<file path="config.mk">
export PLATFORM = sky130hd
export DESIGN_NAME = cnv_ctrl
export DESIGN_NICKNAME = d
export VERILOG_FILES = /design/src/sv/cnv_pkg.sv /design/src/sv/cnv_ctrl.sv
export SDC_FILE = /design/constraint.sdc
export NUM_CORES = 1
export LEC_CHECK = 0
export BUFFER_PORTS_ARGS = -buffer_cell sky130_fd_sc_hd__buf_2
export CAP_MARGIN = 20
export CORE_MARGIN = 2
export CORE_UTILIZATION = 25
export DETAILED_ROUTE_END_ITERATION = 7
export SLEW_MARGIN = 10
export SYNTH_ARGS = -nofsm -noshare
export SYNTH_HDL_FRONTEND = slang
export SYNTH_SLANG_ARGS = --single-unit
export TNS_END_PERCENT = 1
</file>
<file path="constraint.sdc">
create_clock -name clock -period 4.13 [get_ports clock]
set_input_delay 0.6195 -clock clock [delete_from_list [all_inputs] [get_ports clock]]
set_output_delay 0.6195 -clock clock [all_outputs]
set_load 0.02 [all_outputs]
</file>
<file path="src/sv/cnv_pkg.sv">
// ----------------------------------------------------------------------------
// cnv_pkg
// Shared constants, request codes and controller/datapath structs for the
// 3x3 multichannel convolution block.
// ----------------------------------------------------------------------------
package cnv_pkg;

   localparam int MAX_WIDTH  = 256;
   localparam int MAX_IN_CH  = 4;
   localparam int MAX_OUT_CH = 16;
   localparam int KSIDE      = 3;
   localparam int KTAPS      = KSIDE * KSIDE;

   localparam int COL_W   = $clog2(MAX_WIDTH);
   localparam int CH_W    = $clog2(MAX_IN_CH);
   localparam int OCH_W   = $clog2(MAX_OUT_CH);
   localparam int SLOT_W  = 2;
   localparam int SADDR_W = SLOT_W + COL_W + CH_W;
   localparam int STORE_DEPTH  = KSIDE * MAX_WIDTH * MAX_IN_CH;
   localparam int WEIGHT_DEPTH = MAX_OUT_CH * MAX_IN_CH * KTAPS;
   localparam int WADDR_W = 10;

   localparam logic [1:0] FUNC_WEIGHT = 2'd0;
   localparam logic [1:0] FUNC_BIAS   = 2'd1;
   localparam logic [1:0] FUNC_SAMPLE = 2'd2;
   localparam logic [1:0] FUNC_FRAME  = 2'd3;

   localparam logic [1:0] CSR_IMAGE_WIDTH  = 2'd0;
   localparam logic [1:0] CSR_IN_CHANNELS  = 2'd1;
   localparam logic [1:0] CSR_OUT_CHANNELS = 2'd2;

   typedef struct packed {
      logic             take;
      logic             issue;
      logic             first;
      logic             last;
      logic             last_oc;
      logic [OCH_W-1:0] o;
      logic [CH_W-1:0]  i;
      logic [1:0]       ky;
      logic [1:0]       kx;
   } cnv_cmd_type;

   typedef struct packed {
      logic       trigger;
      logic       pipe_busy;
      logic       fifo_empty;
      logic [2:0] ic;
      logic [4:0] oc;
   } cnv_sts_type;

   typedef struct packed {
      logic [3:0]         channel;
      logic [7:0]         row;
      logic [7:0]         col;
      logic signed [39:0] value;
      logic               last;
   } cnv_result_type;

endpackage

</file>
<file path="src/sv/cnv_ctrl.sv">
// ----------------------------------------------------------------------------
// cnv_ctrl
// Sequencer: accepts items, then walks output channel, input channel and
// tap counters to drive the shared multiply-accumulate.
// ----------------------------------------------------------------------------
module cnv_ctrl (
   input  logic                 clock,
   input  logic                 reset,
   input  logic                 req_valid,
   input  logic [1:0]           req_func,
   output logic                 req_ready,
   input  cnv_pkg::cnv_sts_type sts,
   output cnv_pkg::cnv_cmd_type cmd
);

   localparam logic [1:0] ST_IDLE  = 2'd0;
   localparam logic [1:0] ST_WAIT  = 2'd1;
   localparam logic [1:0] ST_RUN   = 2'd2;
   localparam logic [1:0] ST_DRAIN = 2'd3;

   logic [1:0]                   state_ff, state_in;
   logic [cnv_pkg::OCH_W-1:0]    o_ff, o_in;
   logic [cnv_pkg::CH_W-1:0]     i_ff, i_in;
   logic [1:0]                   ky_ff, ky_in, kx_ff, kx_in;
   logic                         take, i_end, o_end;

   assign req_ready = (state_ff == ST_IDLE);
   assign take      = req_valid && req_ready;
   assign i_end     = ({1'b0, i_ff} == sts.ic - 3'd1);
   assign o_end     = ({1'b0, o_ff} == sts.oc - 5'd1);

   always_comb begin
      state_in = state_ff;
      o_in     = o_ff;
      i_in     = i_ff;
      ky_in    = ky_ff;
      kx_in    = kx_ff;
      unique case (state_ff)
         ST_IDLE: begin
            if (take && req_func == cnv_pkg::FUNC_SAMPLE && sts.trigger) begin
               state_in = ST_WAIT;
            end
         end
         ST_WAIT: begin
            // hold until earlier results have drained from the queue
            o_in  = '0;
            i_in  = '0;
            ky_in = '0;
            kx_in = '0;
            if (sts.fifo_empty) begin
               state_in = ST_RUN;
            end
         end
         ST_RUN: begin
            if (kx_ff == 2'd2) begin
               kx_in = '0;
               if (ky_ff == 2'd2) begin
                  ky_in = '0;
                  if (i_end) begin
                     i_in = '0;
                     if (o_end) begin
                        state_in = ST_DRAIN;
                     end else begin
                        o_in = o_ff + 1'b1;
                     end
                  end else begin
                     i_in = i_ff + 1'b1;
                  end
               end else begin
                  ky_in = ky_ff + 2'd1;
               end
            end else begin
               kx_in = kx_ff + 2'd1;
            end
         end
         ST_DRAIN: begin
            if (!sts.pipe_busy) begin
               state_in = ST_IDLE;
            end
         end
         default: state_in = ST_IDLE;
      endcase
   end

   always_ff @(posedge clock) begin
      if (reset) begin
         state_ff <= ST_IDLE;
         o_ff     <= '0;
         i_ff     <= '0;
         ky_ff    <= '0;
         kx_ff    <= '0;
      end else begin
         state_ff <= state_in;
         o_ff     <= o_in;
         i_ff     <= i_in;
         ky_ff    <= ky_in;
         kx_ff    <= kx_in;
      end
   end

   always_comb begin
      cmd.take    = take;
      cmd.issue   = (state_ff == ST_RUN);
      cmd.first   = (i_ff == '0) && (ky_ff == 2'd0) && (kx_ff == 2'd0);
      cmd.last    = i_end && (ky_ff == 2'd2) && (kx_ff == 2'd2);
      cmd.last_oc = o_end;
      cmd.o       = o_ff;
      cmd.i       = i_ff;
      cmd.ky      = ky_ff;
      cmd.kx      = kx_ff;
   end

endmodule

</file>
# == Word-level counts from Yosys, hierarchy flattened ==
# Index checks and enable logic that the tools add are counted.
# classes
eq_ne,16
reduce_logical,16
muxes,22
add_sub_neg,6
# ops
op,count
2-to-1 mux 2 bit,13
2-to-1 mux 4 bit,4
case mux 2 bit (2 select lines),3
"== test 2 bit, second input constant",5
"!= test 2 x 1 -> 1 bit, second input constant",5
zero test 2 bit,4
case mux 2 bit (4 select lines),1
case mux 4 bit (2 select lines),1
logical AND 1 bit,7
AND reduction 7 bit,1
"adder 2 x 1 -> 2 bit, second input constant",3
"!= test 2 bit, second input constant",3
== test 4 x 5 -> 1 bit,1
AND reduction 5 bit,1
"subtractor 5 x 1 -> 5 bit, second input constant",1
"adder 4 x 1 -> 4 bit, second input constant",1
== test 2 x 3 -> 1 bit,1
AND reduction 3 bit,1
"subtractor 3 x 1 -> 3 bit, second input constant",1
"== test 2 x 1 -> 1 bit, second input constant",1
AND reduction 2 bit,1
nonzero test 2 bit,1
# totals
word_cells,65
output_inout_bits,16
reg_bits,12
input_bits,16

# == Longest topological paths before layout ==
# depth
word_depth,7
depth_mapped,8
mapped_depth_nobuf,7

# == Worst setup path after synthesis ==
# No wires, ideal clock.
# synth_timing
path_kind,input-to-output
start,input sts[0] (netlist bit)
end,output cmd[10] (netlist bit)
t_arrival_ps,1613
path_buffers,2
required_time_ps,3510
path_slack_ps,1898
stages,7
cell_sequence,inv_1 -> ha_1 -> nor3b_1 -> xnor2_1 -> and4_4 -> buf_6 -> buf_4
# synth_between
elab_chain_cells,2
# synth_lines
element,line_no,source
"start, declared",cnv_ctrl.sv:12,"input cnv_pkg::cnv_sts_type sts,"
subtractor 5 x 1 -> 5 bit,cnv_ctrl.sv:30,"assign o_end = ({1'b0, o_ff} == sts.oc - 5'd1);"
== test 4 x 5 -> 1 bit,cnv_ctrl.sv:30,
"end, declared",cnv_ctrl.sv:13,output cnv_pkg::cnv_cmd_type cmd
# Every way passes these cells.

==> out/results.txt <==
outcome -> finished, final reports clean
largest area contributor in the netlist -> dfxtp_1
Clock Latency Late Sink -> 0.26 ns
peak supply drop -> 0.0996 mV
EDFF count, synth -> 0
Die Ht -> 64.0 microns
Max Fanout on Critical Path -> 8
min-delay worst type -> reg2reg
Synth Instances -> 109
routability cong. -> 0.724
worst path arrival time -> 1.82 ns
Worst EP required -> 3.51 ns
power per cell area -> 377 mW/mm^2
Num CTS Buffers -> 3
top_reg_cell synth -> dfxtp_1
DRT Wirelength -> 2.01 mm
Slew @ Worst Pin -> 0.528 ns
leakage power -> 0.491 nW
Root Buffer -> clkbuf_4
total chip power -> 416 uW
CTS Sinks -> 12
register bit total from synthesis -> 12
top-count cell post-synth -> inv_1
Yosys Warn Count -> 0
First-pass DRT Iterations -> 2
Finished Core Util -> 32.5%
Worst Setup End Kind -> primary output
count of different cell masters after synthesis -> 36
Routed Antenna Nets -> 0
clock buffer depth -> 2
Diodes inserted -> 0
Final Cycle Share -> 59.1%
vias -> 850
Async S/R FF share, synth -> 0%
nets -> 164
number of fill cells -> 371
first-pass GRT wire length -> 3.51 mm
Finished Layout Cells -> 184
top post-synthesis cells by area -> dfxtp_1 27%, ha_1 11%, xnor2_1 6.8%
post_cts resized -> 0
Starting Density -> 26.6%
synthesized area -> 901 sq um
pin count of the biggest net entering global routing -> 17
RSZ-0062 raised after global routing -> no
clock-pin slew on the worst setup and hold paths -> 0.07 ns
worst-path cell chain -> buf_2, inv_1, ha_1, nor3b_1, xnor2_1, and4_4, buf_2
CP max stage cell -> and4_4
synth cell count leaders -> 13 x inv_1, 12 x dfxtp_1, 10 x nor2_1
slowest cell delay on critical path -> 0.28 ns
min cycle time layout -> 2.44 ns
Achievable Freq -> 410 MHz
most frequent CP cell -> buf_2
antenna violations before repair -> 0
max-cap viol count -> 0
Critical Path Source Type -> input port
post-synth top area share -> 26.7%
area of the core -> 0.00339 sq mm
DP Wirelength -> 1.66 mm
Post-Place Cells -> 181
share of cells above drive strength 1 -> 26.8%
Crit Path Category -> in2out
CTS Hold Bufs -> 0
GRT overflow -> 0
GRT Util Overall -> 10.6%
Row Count -> 21
register area share after synthesis -> 26.7%
Syn Nets -> 133
post-route cell area -> 0.00110 sq mm
WL/cell -> 10.9 microns
Layout area overhead -> 22.4%
# DRC -> 0
IO Count -> 32
DR iter-0 viols -> 21
Hold Fails Final Rpt -> 0
max-slew violations -> 0
Final Skew -> 0.000577 ns
Finish-stage setup viols -> 0
Slew HR -> 64.8%
number of global-route vias before repair -> 853
PortBufs -> 31
post-CTS setup buffer count -> 0
die width -> 64.0 microns
syn_area_per_cell -> 8.26 sq um
dpl cell area -> 0.00108 sq mm
CTS tree -> yes
Sum Neg Setup Slack -> 0 ns
vias per cell -> 4.62
H-tree depth -> 1
die area -> 0.00410 sq mm
==> critical path: cells and delay by family <==
family | cells | cell delay (ns)
AND/OR/NAND/NOR | 2 | 0.53
buffers and inverters | 3 | 0.35
adder cells (fa/ha/maj) | 1 | 0.17
XOR/XNOR | 1 | 0.15
==> per-stage QoR <==
step | hold WS, ns | setup WS [ns]
after global routing | 0.571 | 1.56
after floorplan | 0.484 | 1.90
after detailed placement | 0.518 | 1.67
final | 0.523 | 1.69
after CTS | 0.530 | 1.66
after global placement | 0.497 | 1.76
==> registers in the layout, summed over array words and instances (netlist names) <==
register,cells
i_ff,2
ky_ff,2
state_ff,2
o_ff,4
kx_ff,2
==> layout make-up <==
cell class | instances | area, sq um | area share (%)
Clock buffer | 3 | 22.5 | 2.04
Inverter | 13 | 48.8 | 4.43
Multi-Input combinational cell | 79 | 578 | 52.4
Sequential cell | 12 | 240 | 21.8
Tap cell | 46 | 57.6 | 5.22
Timing Repair Buffer | 31 | 155 | 14.1
==> cells in the final DEF, fill, tap and decap left out <==
master     synthesis  routed
and2_1             1       1
nand2b_1           6       6
nor3_1             4       4
buf_2              0      31
nand4_1            1       1
a21o_1             1       1
a21oi_1            3       3
a31oi_1            2       2
a221oi_1           1       1
xor2_1             4       4
o2bb2ai_1          2       2
or4_1              1       1
dfxtp_1           12      12
nand3_1            4       4
and4bb_2           1       1
nor3b_1            1       1
o311ai_0           1       1
mux2i_1            4       4
ha_1               8       8
nand4b_1           1       1
nor2b_1            1       1
nand2_1            4       4
nor4_1             1       1
o21ai_0            2       2
o2111ai_1          1       1
and4_4             1       1
o211ai_1           1       1
and3_1             1       1
xnor2_1            7       7
mux2_2             1       1
clkbuf_4           0       3
nor2_1            10      10
a22oi_1            2       2
or4b_1             1       1
inv_1             13      13
==> report_power, final <==
part           total, mW  leakage [nW]  internal (mW)  switching (mW)
Combinational      0.207         0.381         0.0833           0.124
Sequential         0.138        0.0969          0.128          0.0101
Clock             0.0707        0.0138         0.0337          0.0371
Total              0.416         0.491          0.245           0.171
==> layer usage <==
metal | vias to the layer above | part of all wire (%) | track usage [%]
li1 | 432 | - | -
met1 | 400 | 43 | 11.9
met2 | 16 | 52 | 19.4
met3 | 2 | 4.6 | 1.94
met4 | 0 | 0.40 | 4.08
met5 | - | 0 | 0
==> worst paths after layout <==
check / start / slack, ns / endpoint / cells after the start
min: state_ff[1] / 0.52 / state_ff[1] / 2
max: sts[0] / 1.69 / cmd[10] / 7
max reg2reg: state_ff[0] / 1.94 / o_ff[3] / 6
min reg2reg: state_ff[1] / 0.52 / state_ff[1] / 2
==> cell families after synthesis <==
| kind of cell | count (synthesis) | share of synthesized area, % |
|---|---|---|
| multiplexers | 5 | 5.69 |
| AND/OR/NAND/NOR | 39 | 24.3 |
| flip-flops | 12 | 26.7 |
| AO/OA/AOI/OAI | 16 | 12.4 |
| XOR/XNOR | 11 | 10.7 |
| buffers and inverters | 18 | 9.17 |
| adder cells (fa/ha/maj) | 8 | 11.1 |
(Power assumes the default switching activity.)
